[config.mk]
export PLATFORM = sky130hd
export DESIGN_NAME = rbf_queue
export DESIGN_NICKNAME = d
export VERILOG_FILES = /design/src/rtl/rbf_pkg.sv /design/src/rtl/rbf_queue.sv
export SDC_FILE = /design/constraint.sdc
export NUM_CORES = 1
export LEC_CHECK = 0
export ABC_CLOCK_PERIOD_IN_PS = 2110
export BUFFER_PORTS_ARGS = -buffer_cell sky130_fd_sc_hd__buf_2
export CAP_MARGIN = 30
export CORE_MARGIN = 1.5
export CORE_UTILIZATION = 25
export CTS_CLUSTER_SIZE = 12
export DETAILED_ROUTE_END_ITERATION = 8
export GPL_ROUTABILITY_DRIVEN = 0
export PLACE_DENSITY = 0.55
export SLEW_MARGIN = 20
export SYNTH_ARGS = -nofsm -noshare
export SYNTH_HDL_FRONTEND = slang
export SYNTH_SLANG_ARGS = --single-unit
[constraint.sdc]
create_clock -name clk -period 2.11 [get_ports clk]
set_clock_uncertainty 0.05 [all_clocks]
set_input_delay 0.3165 -clock clk [delete_from_list [all_inputs] [get_ports clk]]
set_output_delay 0.3165 -clock clk [all_outputs]
set_load 0.05 [all_outputs]
[src/rtl/rbf_pkg.sv]
`timescale 1ns / 1ps
// shared types and constants of the gaussian rbf evaluator
// no dependencies

package rbf_pkg;

    localparam int CFG_DW      = 6;
    localparam int ACT_ENTRIES = 1025;
    localparam int ACT_IW      = 11;

    typedef enum logic [1:0] {
        ACT_LOC    = 2'd0,
        ACT_SHAPE  = 2'd1,
        ACT_WEIGHT = 2'd2,
        ACT_ELEM   = 2'd3
    } action_t;

    typedef enum logic [1:0] {
        REG_INPUTS  = 2'd0,
        REG_CENTERS = 2'd1,
        REG_OUTPUTS = 2'd2
    } reg_index_t;

    typedef struct packed {
        logic [4:0] ai;
        logic [6:0] ac;
        logic [3:0] ao;
    } cfg_t;

    typedef struct packed {
        action_t            act;
        logic               eval;
        logic [7:0]         idx;
        logic signed [15:0] val;
    } cmd_t;

    typedef logic [15:0] act_rom_t [ACT_ENTRIES];

    // exp(-i/64) in q0.16 by repeated multiplication in q0.32
    function automatic act_rom_t act_rom_build();
        act_rom_t     rom;
        logic [127:0] a;
        logic [127:0] e;
        a = 128'd1 << 32;
        for (int i = 0; i < ACT_ENTRIES; i++)
        begin
            e = (a + 128'd32768) >> 16;
            rom[i] = (e > 128'd65535) ? 16'hffff : e[15:0];
            a = (a * 128'd4228380000 + (128'd1 << 31)) >> 32;
        end
        return rom;
    endfunction

endpackage

[src/rtl/rbf_queue.sv]
`timescale 1ns / 1ps
// two-entry command queue between front and back
// depends on rbf_pkg

module rbf_queue (
    input  logic          clk,
    input  logic          rst_n,
    input  logic          push,
    input  rbf_pkg::cmd_t push_cmd,
    input  logic          pop,
    output rbf_pkg::cmd_t pop_cmd,
    output logic          full,
    output logic          empty
);

    rbf_pkg::cmd_t entry_reg [2];
    logic          wr_ptr_reg;
    logic          rd_ptr_reg;
    logic [1:0]    count_reg;

    assign full    = count_reg == 2'd2;
    assign empty   = count_reg == 2'd0;
    assign pop_cmd = entry_reg[rd_ptr_reg];

    always_ff @(posedge clk)
    begin
        if (push)
        begin
            entry_reg[wr_ptr_reg] <= push_cmd;
        end
    end

    always_ff @(posedge clk or negedge rst_n)
    begin
        if (!rst_n)
        begin
            wr_ptr_reg <= 1'b0;
            rd_ptr_reg <= 1'b0;
            count_reg  <= 2'd0;
        end
        else
        begin
            if (push)
            begin
                wr_ptr_reg <= !wr_ptr_reg;
            end
            if (pop)
            begin
                rd_ptr_reg <= !rd_ptr_reg;
            end
            if (push && !pop)
            begin
                count_reg <= count_reg + 2'd1;
            end
            else if (pop && !push)
            begin
                count_reg <= count_reg - 2'd1;
            end
        end
    end

endmodule

==> flow_summary.json <==
{
  "outcome": "finished, final reports clean",
  "rows": 34,
  "rsz0062_at_grt": "no",
  "yosysWarnings": 0,
  "antenna_found_initial": 0,
  "diodes": 0,
  "synthCells": 100,
  "finalMaxSlewViolations": 0,
  "hold_path_class": "in2reg",
  "grt_usage": 0.0865,
  "hold_violations": 0,
  "cap_violations": 0,
  "place_ws_ns": 0.523,
  "clock-sinks": 58,
  "async_flop_share": 0.0690,
  "drive_gt1_frac": 0.591,
  "clk_latency_ns": 0.32,
  "synth_seq_cells": 58,
  "wl_per_cell_um": 13.5,
  "clockRootBuffer": "clkbuf_8",
  "clk_path_buf_depth": 2,
  "seq_area_frac_synth": 0.770,
  "largest_reg_flops": 54,
  "ys_top_cells_by_area": "edfxtp_1 73%, mux2_4 13%, dfrtp_1 4.5%",
  "cts_setup_buffers": 0,
  "vias_per_cell": 3.93,
  "worstPathArrival_ns": 1.55,
  "syn-mean-instance-area_um2": 22.3,
  "core_um2": 8680,
  "maxSlewHeadroom": 0.743,
  "vias": 1115,
  "crit_slowest_cell": "dfrtp_1",
  "drc": 0,
  "place_area_um2": 2650,
  "portBuffers": 59,
  "fin_crit_sh": 0.907,
  "dieArea_um2": 9520,
  "finish.instance_area_um2": 2850,
  "synthFlopType": "edfxtp_1",
  "final.fill_count": 859,
  "slowest_delay_ns": 0.41,
  "worstMarginPinSlew_ns": 0.386,
  "fin_tns_setup_ns": 0,
  "dr.first_iter.drc_count": 38,
  "ios": 60,
  "worst_slack_ns": 0.196,
  "path_clk_slew_ns": 0.06,
  "synth_edf_count": 54,
  "critPathKind": "reg2out",
  "cts_made_buffers": 9,
  "routed_wl_um": 3830,
  "yosys.area.top_type": "edfxtp_1",
  "die_w_um": 97.5,
  "final_nets": 203,
  "grt_pass1_vias": 1198,
  "crit_buf_inv": 2,
  "final-seq-area_um2": 1720,
  "synth.cell_area_um2": 2230,
  "dieHeight_um": 97.5,
  "hpwl_um": 2520,
  "grt_overflow": 0,
  "syn-num-nets": 132,
  "period_minus_slack_ns": 1.91,
  "crit_fanout": 27,
  "synth_top_area_share": 0.726,
  "worstPathCellList": "buf_12 -> mux2_2 -> buf_2",
  "setup_viol": 0,
  "power_density_nw_per_um2": 1550,
  "ant_nets": 0,
  "grt_start_max_net_pins": 28,
  "drt_first_pass_iters": 2,
  "h-tree-depth": 3,
  "synth_cell_type_count": 13,
  "p_leak_nw": 1.14,
  "end_kind": "output port",
  "max_freq_ghz": 0.522,
  "required_ns": 1.74,
  "cts_tree": "done",
  "critPathLaunchType": "flop",
  "syn2layout_area_growth_pct": 27.3,
  "grt_pass1_wl_um": 6030,
  "ys_top_cells_by_count": "54 x edfxtp_1, 19 x mux2_4, 8 x mux2_2, 4 x dfrtp_1, 4 x xor2_1",
  "start_util": 0.257,
  "ir_drop_v": 0.000426,
  "yosysMostFrequentCell": "edfxtp_1",
  "crit_family": "buffers and inverters",
  "multi_input_area_um2": 460
}
## cell families (layout without fill, tap and decap cells)
| logic type | Yosys count | in the layout | synth area share |
|---|---|---|---|
| AND/OR/NAND/NOR | 5 | 5 | 0.0118 |
| XOR/XNOR | 5 | 5 | 0.0196 |
| multiplexers | 27 | 27 | 0.168 |
| flip-flops | 58 | 58 | 0.770 |
| adder cells (fa/ha/maj) | 1 | 1 | 0.00560 |
| buffers and inverters | 4 | 80 | 0.0246 |
## cells in the final DEF (no fill, tap or decap), drive strengths merged
cell type | Yosys | final
buf | 3 | 62
edfxtp | 54 | 54
mux2 | 27 | 27
clkbuf | 0 | 9
clkinv | 0 | 5
xor2 | 4 | 4
dfrtp | 4 | 4
nor2 | 2 | 2
nor2b | 2 | 2
inv | 1 | 1
and2 | 1 | 1
xnor2 | 1 | 1
ha | 1 | 1
clkinvlp | 0 | 1
bufinv | 0 | 1
dlygate4sd3 | 0 | 1
## layout make-up
type / count / area share
Timing Repair Buffer: 63 / 0.120
Sequential cell: 58 / 0.605
Clock buffer: 9 / 0.0435
Clock inverter: 7 / 0.0211
Inverter: 1 / 0.00132
Multi-Input combinational cell: 38 / 0.162
Tap cell: 108 / 0.0475
## stage by stage
stage | utilization | total power [mW] | cells | hold slack [ns]
after floorplan | - | 3.23 | 100 | -0.0291
after global placement | 0.306 | 3.53 | 267 | 0.0785
after detailed placement | 0.306 | 3.54 | 267 | 0.0829
after CTS | 0.328 | 4.51 | 284 | 0.109
after global routing | 0.328 | 4.64 | 284 | 0.107
final | 0.328 | 4.42 | 284 | 0.132
## power breakdown
group	switching, mW	internal [mW]
Clock	0.407	0.530
Combinational	1.27	0.594
Sequential	0.0855	1.54
## what timing repair did
item / CTS / global route
hold endpoints to repair: 4 / 0
gates resized for setup: 0 / 0
hold buffers: 1 / 0
## routing by layer
layer / up-vias / track usage / wire length (um)
met4: 0 / 0.0495 / 68
met5: - / 0 / 0
met2: 40 / 0.134 / 1900
met1: 539 / 0.101 / 1610
li1: 526 / - / -
met3: 10 / 0.0360 / 247
## path summary, 6_finish.rpt
check,startpoint,to,slack (ns),depth (start not counted)
max in group asynchronous,rst_n,count_reg[1]$_DFFE_PN0P_,1.61,2
min reg2reg,count_reg[1]$_DFFE_PN0P_,count_reg[1]$_DFFE_PN0P_,0.45,1
min,push_cmd[9],entry_reg[1][9]$_DFFE_PP_,0.13,1
max,rd_ptr_reg$_DFFE_PN0P_,pop_cmd[22],0.20,3
max reg2reg,wr_ptr_reg$_DFFE_PN0P_,entry_reg[1][12]$_DFFE_PP_,0.84,2
min in group asynchronous,rst_n,wr_ptr_reg$_DFFE_PN0P_,0.28,2
Power figures use the tool's default switching activity.
