### src/rtl/rbf_pkg.sv
`timescale 1ns / 1ps
// shared types and constants of the gaussian rbf evaluator
// no dependencies

package rbf_pkg;

    localparam int CFG_DW      = 6;
    localparam int ACT_ENTRIES = 1025;
    localparam int ACT_IW      = 11;

    typedef enum logic [1:0] {
        ACT_LOC    = 2'd0,
        ACT_SHAPE  = 2'd1,
        ACT_WEIGHT = 2'd2,
        ACT_ELEM   = 2'd3
    } action_t;

    typedef enum logic [1:0] {
        REG_INPUTS  = 2'd0,
        REG_CENTERS = 2'd1,
        REG_OUTPUTS = 2'd2
    } reg_index_t;

    typedef struct packed {
        logic [4:0] ai;
        logic [6:0] ac;
        logic [3:0] ao;
    } cfg_t;

    typedef struct packed {
        action_t            act;
        logic               eval;
        logic [7:0]         idx;
        logic signed [15:0] val;
    } cmd_t;

    typedef logic [15:0] act_rom_t [ACT_ENTRIES];

    // exp(-i/64) in q0.16 by repeated multiplication in q0.32
    function automatic act_rom_t act_rom_build();
        act_rom_t     rom;
        logic [127:0] a;
        logic [127:0] e;
        a = 128'd1 << 32;
        for (int i = 0; i < ACT_ENTRIES; i++)
        begin
            e = (a + 128'd32768) >> 16;
            rom[i] = (e > 128'd65535) ? 16'hffff : e[15:0];
            a = (a * 128'd4228380000 + (128'd1 << 31)) >> 32;
        end
        return rom;
    endfunction

endpackage

### src/rtl/rbf_front.sv
`timescale 1ns / 1ps
// front end: accepts input transactions, drops out-of-range ones, tags evaluations
// depends on rbf_pkg

module rbf_front #(
    parameter int MAX_IN_DIMS  = 8,
    parameter int MAX_CENTERS  = 32,
    parameter int MAX_OUT_DIMS = 4
) (
    input  rbf_pkg::cfg_t       cfg,
    input  logic                in_valid,
    output logic                in_stall,
    input  logic [1:0]          action,
    input  logic [7:0]          index,
    input  logic signed [15:0]  value,
    input  logic                q_full,
    output logic                push,
    output rbf_pkg::cmd_t       cmd
);

    localparam int PAIR_DEPTH   = MAX_CENTERS * MAX_IN_DIMS;
    localparam int WEIGHT_DEPTH = MAX_OUT_DIMS * MAX_CENTERS;

    logic keep;

    always_comb
    begin
        cmd.act  = rbf_pkg::action_t'(action);
        cmd.idx  = index;
        cmd.val  = value;
        cmd.eval = ({1'b0, index} + 9'd1) == {4'd0, cfg.ai};
        unique case (cmd.act)
            rbf_pkg::ACT_LOC,
            rbf_pkg::ACT_SHAPE:  keep = 32'(index) < PAIR_DEPTH;
            rbf_pkg::ACT_WEIGHT: keep = 32'(index) < WEIGHT_DEPTH;
            rbf_pkg::ACT_ELEM:   keep = 32'(index) < MAX_IN_DIMS;
            default:             keep = 1'b0;
        endcase
    end

    assign in_stall = q_full;
    assign push     = in_valid && !q_full && keep;

endmodule

### config.mk
export PLATFORM = sky130hd
export DESIGN_NAME = rbf_front
export DESIGN_NICKNAME = d
export VERILOG_FILES = /design/src/rtl/rbf_pkg.sv /design/src/rtl/rbf_front.sv
export SDC_FILE = /design/constraint.sdc
export NUM_CORES = 1
export LEC_CHECK = 0
export ABC_CLOCK_PERIOD_IN_PS = 2300
export BUFFER_PORTS_ARGS = -buffer_cell sky130_fd_sc_hd__buf_2
export CORE_MARGIN = 3
export CORE_UTILIZATION = 30
export DETAILED_ROUTE_END_ITERATION = 12
export PLACE_DENSITY_LB_ADDON = 0.3
export SKIP_LAST_GASP = 1
export SYNTH_ARGS = -nofsm -noshare
export SYNTH_HDL_FRONTEND = slang
export SYNTH_SLANG_ARGS = --single-unit
### constraint.sdc
create_clock -name vclk -period 2.3
set_clock_uncertainty 0.05 [all_clocks]
set_input_delay 0.575 -clock vclk [all_inputs]
set_output_delay 0.575 -clock vclk [all_outputs]
set_load 0.05 [all_outputs]
==> summary.txt, run 1 <==
Power
  • Pwr Density: 228 mW/mm2
  • Leak: 0.000272 uW
  • Power Total: 137 uW
  • VDD IR max: 0.0999 mV

STA
  • Final Setup Violations: 1
  • PnR worst setup slack: -0.0424 ns
  • Hold slack: 1.10 ns
  • Setup TNS: -0.0424 ns
  • Final period utilization: 102%
  • Max Slew Vio Count: 0
  • Tmin final: 2.34 ns
  • RSZ-0062 raised after global routing: yes
  • Fin. Hold Viols: 0
  • Fmax: 427 MHz
  • Worst-Margin Slew: 0.278 ns
  • Relative slew margins: 80.9%

Floorplan
  • Core area: 0.00137 mm2
  • Die height: 45.3 um
  • # IOs: 73
  • Initial Utilization: 33.9%
  • Die Wd: 45.3 um
  • DIE AREA: 0.00205 mm2
  • Cell Rows: 13

Critical path
  • Max FO, Critical Path: 2
  • CP Capture Type: output pin
  • WP data arrival: 1.72 ns
  • CP dominant cell by count: buf_8
  • Crit Path Category: primary input to output pin
  • Critical path launch point type: primary input
  • Slowest cell on crit path: or3b_4
  • Worst EP required: 1.67 ns
  • Crit path largest cell delay: 0.38 ns
  • Worst path cell trace: buf_8 > buf_6 > nand3_4 > or3b_4 > a31oi_4 > o311a_4 > buf_8

Detailed routing
  • # DRC: 0
  • Routed wire length: 1130 um
  • Initial DRC count: 5
  • WL per Instance: 12.8 um
  • Via density: 4.99
  • TritonRoute pass-1 iters: 5
  • Final ANT Viol Nets: 0
  • Via count: 439

Global routing
  • Number of global-route vias before repair: 392
  • Initial antenna violation count: 0
  • First-pass GRT wire length: 1630 um
  • Pin count of the biggest net entering global routing: 9
  • Gr usage total: 9.96%
  • Grt total ovfl: 0

Placement
  • Hpwl dp: 884 um
  • Place WS: -0.289 ns
  • IO buf count: 30
  • RePlAce Congestion: 0.756

Synthesis
  • Synthesized Nets: 108
  • Library cells used by synthesis: 26
  • Synth top area share: 43.8%
  • Synth top cells by count: buf_4 (27), nand3_1 (4), nor3_1 (4), a21oi_1 (3)
  • Count leader, synth: buf_4
  • Cell area after synthesis: 463 um2
  • Yosys warning total: 0
  • Sequential share of the synthesized area: 0%
  • Mean post-synth cell area: 7.35 um2
  • Synth Instances: 63
  • Yosys top cell by area: buf_4
  • Synth top area cells: buf_4 (44%), xnor3_1 (4.9%), nand3_1 (4.3%)

Job
  • Max-cap violations: 0

Cells and area
  • Layout cells sized above 1: 65.8%
  • Clock buffers: 0
  • Area Overhead vs Synth: 30.0%
  • Seq. cell area: 0 um2
  • N_diodes: 0
  • Flip-flop and latch count: 0
  • Fillers: 148
  • Final net count: 120

Run status
  • Failing checks: negative setup slack
  • Status: finished with violations

Worst hold path
  • Hold Path Class: primary input to output pin

Clocking
  • Hold buffer count at CTS: 0
power breakdown:
group | total, uW | switching, uW | internal, uW
Sequential | 0 | 0 | 0
Clock | 0 | 0 | 0
Combinational | 137 | 82.1 | 55.3
Total | 137 | 82.1 | 55.3
through the flow:
step,instance area (um2),std cells,util (%)
6_report,602,88,44.0
5_1_grt,602,88,44.0
4_1_cts,562,88,41.1
3_5_place_dp,488,87,35.7
3_3_place_gp,488,87,35.7
2_1_floorplan,474,63,-
cell usage in the layout (no fill, tap or decap), types with 2 or more instances in the layout:
cell type	netlist	routed
buf_8	0	2
nor3_1	4	3
buf_2	1	25
nand4_1	2	2
buf_4	27	7
a21oi_1	3	3
buf_6	0	4
nand3_1	4	3
critical path: cells and delay by family:
kind	cells	cell delay (ns)
compound gates	2	0.39
buf+inv	3	0.32
simple gates	2	0.43
final timing paths:
kind              cells after the start  slack (ns)      from      end
setup / recovery                      7       -0.04  index[0]  cmd[24]
hold / removal                        0        1.10  value[2]   cmd[2]
layer usage:
layer	GRT usage (%)	part of all wire (%)
met1	12.3	41
met4	1.75	0.18
met2	18.9	50
met5	0	0
met3	0.398	8.6
cell families (layout without fill, tap and decap cells):
kind of cell	Yosys count	after routing	synth area share, %
mux	1	1	2.16
xor+xnor	4	4	10.5
compound gates	10	10	14.9
fa+ha+maj	1	1	2.70
simple gates	18	18	24.1
buf+inv	29	39	45.7
cell type report:
class | count | area [um2] | share of cell area, %
repair buffers | 38 | 253 | 42.0
multi-input cells | 34 | 327 | 54.3
well taps | 15 | 18.8 | 3.12
inverters | 1 | 3.75 | 0.624
what timing repair did:
action                                  4_1_cts  5_1_grt
resized for setup                            15        9
setup buffers                                 1        0
pin swaps                                     6        7
endpoints found under the setup margin        2        2
hold endpoints to repair                      0        0
(Power assumes the default switching activity.)
==> inputs of run 2 (changes only) <==
ABC_AREA = 1   (was unset)
CORE_UTILIZATION = 32   (was 30)
==> summary.txt, run 2 <==
Run status
  • Status: finished, final reports clean

Power
  • Sequential share of power: 0% (unchanged)
  • P_int: 43.8 uW (-21%)
  • VDD IR max: 0.0675 mV (-32%)
  • Sw Ratio: 65.9% (+6.1 points)
  • Switch Pwr: 84.6 uW (+3.0%)
  • Power Total: 128 uW (-6.6%)
  • Pwr Density: 224 mW/mm2 (-1.7%)
  • Comb pwr share: 100.0% (about the same)
  • Clk pwr share: 0% (unchanged)
  • Leak: 0.000363 uW (+33%)

Floorplan
  • # IOs: 73 (unchanged)
  • Cell Rows: 14 (+1)
  • Die Wd: 46.5 um (+2.7%)
  • Die height: 46.5 um (+2.7%)
  • Initial Utilization: 34.5% (+0.60 points)
  • DIE AREA: 0.00216 mm2 (+5.6%)
  • Core area: 0.00152 mm2 (+12%)

Detailed routing
  • # DRC: 0 (unchanged)
  • Final ANT Viol Nets: 0 (unchanged)
  • Routed wire length: 1090 um (-3.5%)
  • WL per Instance: 8.85 um (-31%)
  • Via count: 533 (+21%)
  • Via density: 4.33 (-13%)
  • Initial DRC count: 3 (-2)
  • TritonRoute pass-1 iters: 4 (-1)

STA
  • Max Slew Vio Count: 0 (unchanged)
  • Relative slew margins: 83.3% (+2.4 points)
  • Final Setup Violations: 0 (-1)
  • PnR worst setup slack: 0.0309 ns (+0.0733 ns)
  • Tmin final: 2.27 ns (-0.0733 ns)
  • Hold slack: 1.10 ns (+0.0000100 ns)
  • Fin. Hold Viols: 0 (unchanged)
  • Fmax: 441 MHz (+3.2%)
  • Worst-Margin Slew: 0.252 ns (-0.0261 ns)
  • Final period utilization: 98.7% (-3.2 points)
  • RSZ-0062 raised after global routing: yes

Global routing
  • Number of global-route vias before repair: 460 (+17%)
  • Pin count of the biggest net entering global routing: 7 (-2)
  • Grt total ovfl: 0 (unchanged)
  • Gr usage total: 10.4% (+0.43 points)
  • Initial antenna violation count: 0 (unchanged)
  • First-pass GRT wire length: 1760 um (+8.0%)

Cells and area
  • Layout cells sized above 1: 42.1% (-24 points)
  • Commonest cells after routing, fill and taps aside: nand2_1 (30), buf_2 (27), inv_1 (14)
  • Final net count: 154 (+28%)
  • Flip-flop and latch count: 0 (unchanged)
  • Commonest non-fill, non-tap cell in the layout: nand2_1
  • Fillers: 184 (+24%)
  • Clock buffers: 0 (unchanged)
  • Seq. cell area: 0 um2 (unchanged)
  • N_diodes: 0 (unchanged)
  • Area Overhead vs Synth: 8.81%

Placement
  • Hpwl dp: 915 um (+3.6%)
  • Place WS: -0.0913 ns (+0.198 ns)
  • RePlAce Congestion: 0.670 (-11%)
  • IO buf count: 30 (unchanged)

Synthesis
  • Library cells used by synthesis: 14 (-46%)
  • Synth top area cells: buf_4 (39%), nand2_1 (22%), inv_1 (11%)
  • Sequential share of the synthesized area: 0% (unchanged)
  • Synth top cells by count: nand2_1 (31), buf_4 (27), inv_1 (15), nand3_1 (9), nor2_1 (8)
  • Count leader, synth: nand2_1
  • Synthesized Nets: 146 (+35%)
  • Cell area after synthesis: 526 um2 (+14%)
  • Mean post-synth cell area: 5.20 um2 (-29%)
  • Yosys top cell by area: buf_4
  • Yosys warning total: 0 (unchanged)
  • Synth Instances: 101 (+60%)
  • Synth top area share: 38.6% (-5.2 points)

Critical path
  • Max FO, Critical Path: 2 (unchanged)
  • Worst EP required: 1.67 ns (about the same)
  • CP Capture Type: output pin
  • Crit Path Category: primary input to output pin
  • Critical path launch point type: primary input
  • WP data arrival: 1.64 ns (-0.08 ns)

Clocking
  • Post-CTS setup buffers: 0 (-1)

Worst hold path
  • Hold Path Class: primary input to output pin

Job
  • Max-cap violations: 0 (unchanged)
## run 2: changes by cell type after synthesis, moves of 3 or more
cell	previous run	this run
inv_1	1	15
a21oi_1	3	0
nor3_1	4	1
nand2_1	1	31
nor2_1	1	8
nand3_1	4	9
## run 2: cell families (layout without fill, tap and decap cells)
family | after synthesis | count (layout) | synth area share, %
compound gates | 3 | 3 | 3.81
fa+ha+maj | 1 | 1 | 2.38
buf+inv | 44 | 50 | 50.7
simple gates | 53 | 53 | 43.1
## run 2: worst paths after layout
path / depth (start not counted) / end / start
worst max-delay path: 11 / cmd[24] / index[0]
worst min-delay path: 0 / cmd[10] / value[10]
## run 2: metal layers
| metal | vias up | track usage, % | share of wire [%] |
|---|---|---|---|
| met5 | - | 0 | 0 |
| met4 | 0 | 1.14 | 0.18 |
| met3 | 2 | 1.56 | 8.7 |
| met2 | 17 | 17.9 | 51 |
| met1 | 228 | 13.9 | 40 |
| li1 | 286 | - | - |
## run 2: through the flow
stage	TNS [ns]	instances	cell area [um2]	utilization [%]
global route	-0.0592	123	572	37.5
detailed placement	-0.0913	123	523	34.3
finish	0	123	572	37.5
CTS	0	123	542	35.6
floorplan	0	101	533	-
global placement	-0.0984	123	523	34.3
## run 2: what timing repair did
action | CTS | global route
resized for setup | 4 | 10
pin swaps | 2 | 10
hold buffers | 0 | 0
endpoints found under the setup margin | 1 | 1
## run 2: power by group through the flow
| stage | clock [uW] | sequential (uW) | combinational [uW] |
|---|---|---|---|
| finish | 0 | 0 | 128 |
| floorplan | 0 | 0 | 168 |
| global placement | 0 | 0 | 118 |
| CTS | 0 | 0 | 123 |
| global route | 0 | 0 | 142 |
| detailed placement | 0 | 0 | 120 |
## run 2: layout make-up
cell class	count	area [um2]	area share [%]
Multi-Input combinational cell	57	289	50.5
Inverter	17	63.8	11.2
Timing Repair Buffer	33	199	34.8
Tap cell	16	20.0	3.50
## run 2: critical path: stages
cell and delay, ns:
buf_8 0.10, ha_4 0.26, inv_2 0.02, nand2_1 0.04
nand2_1 0.05, nor2_1 0.10, nand2_1 0.06, nor2_1 0.10
nand2_1 0.07, nor2_2 0.10, buf_6 0.16
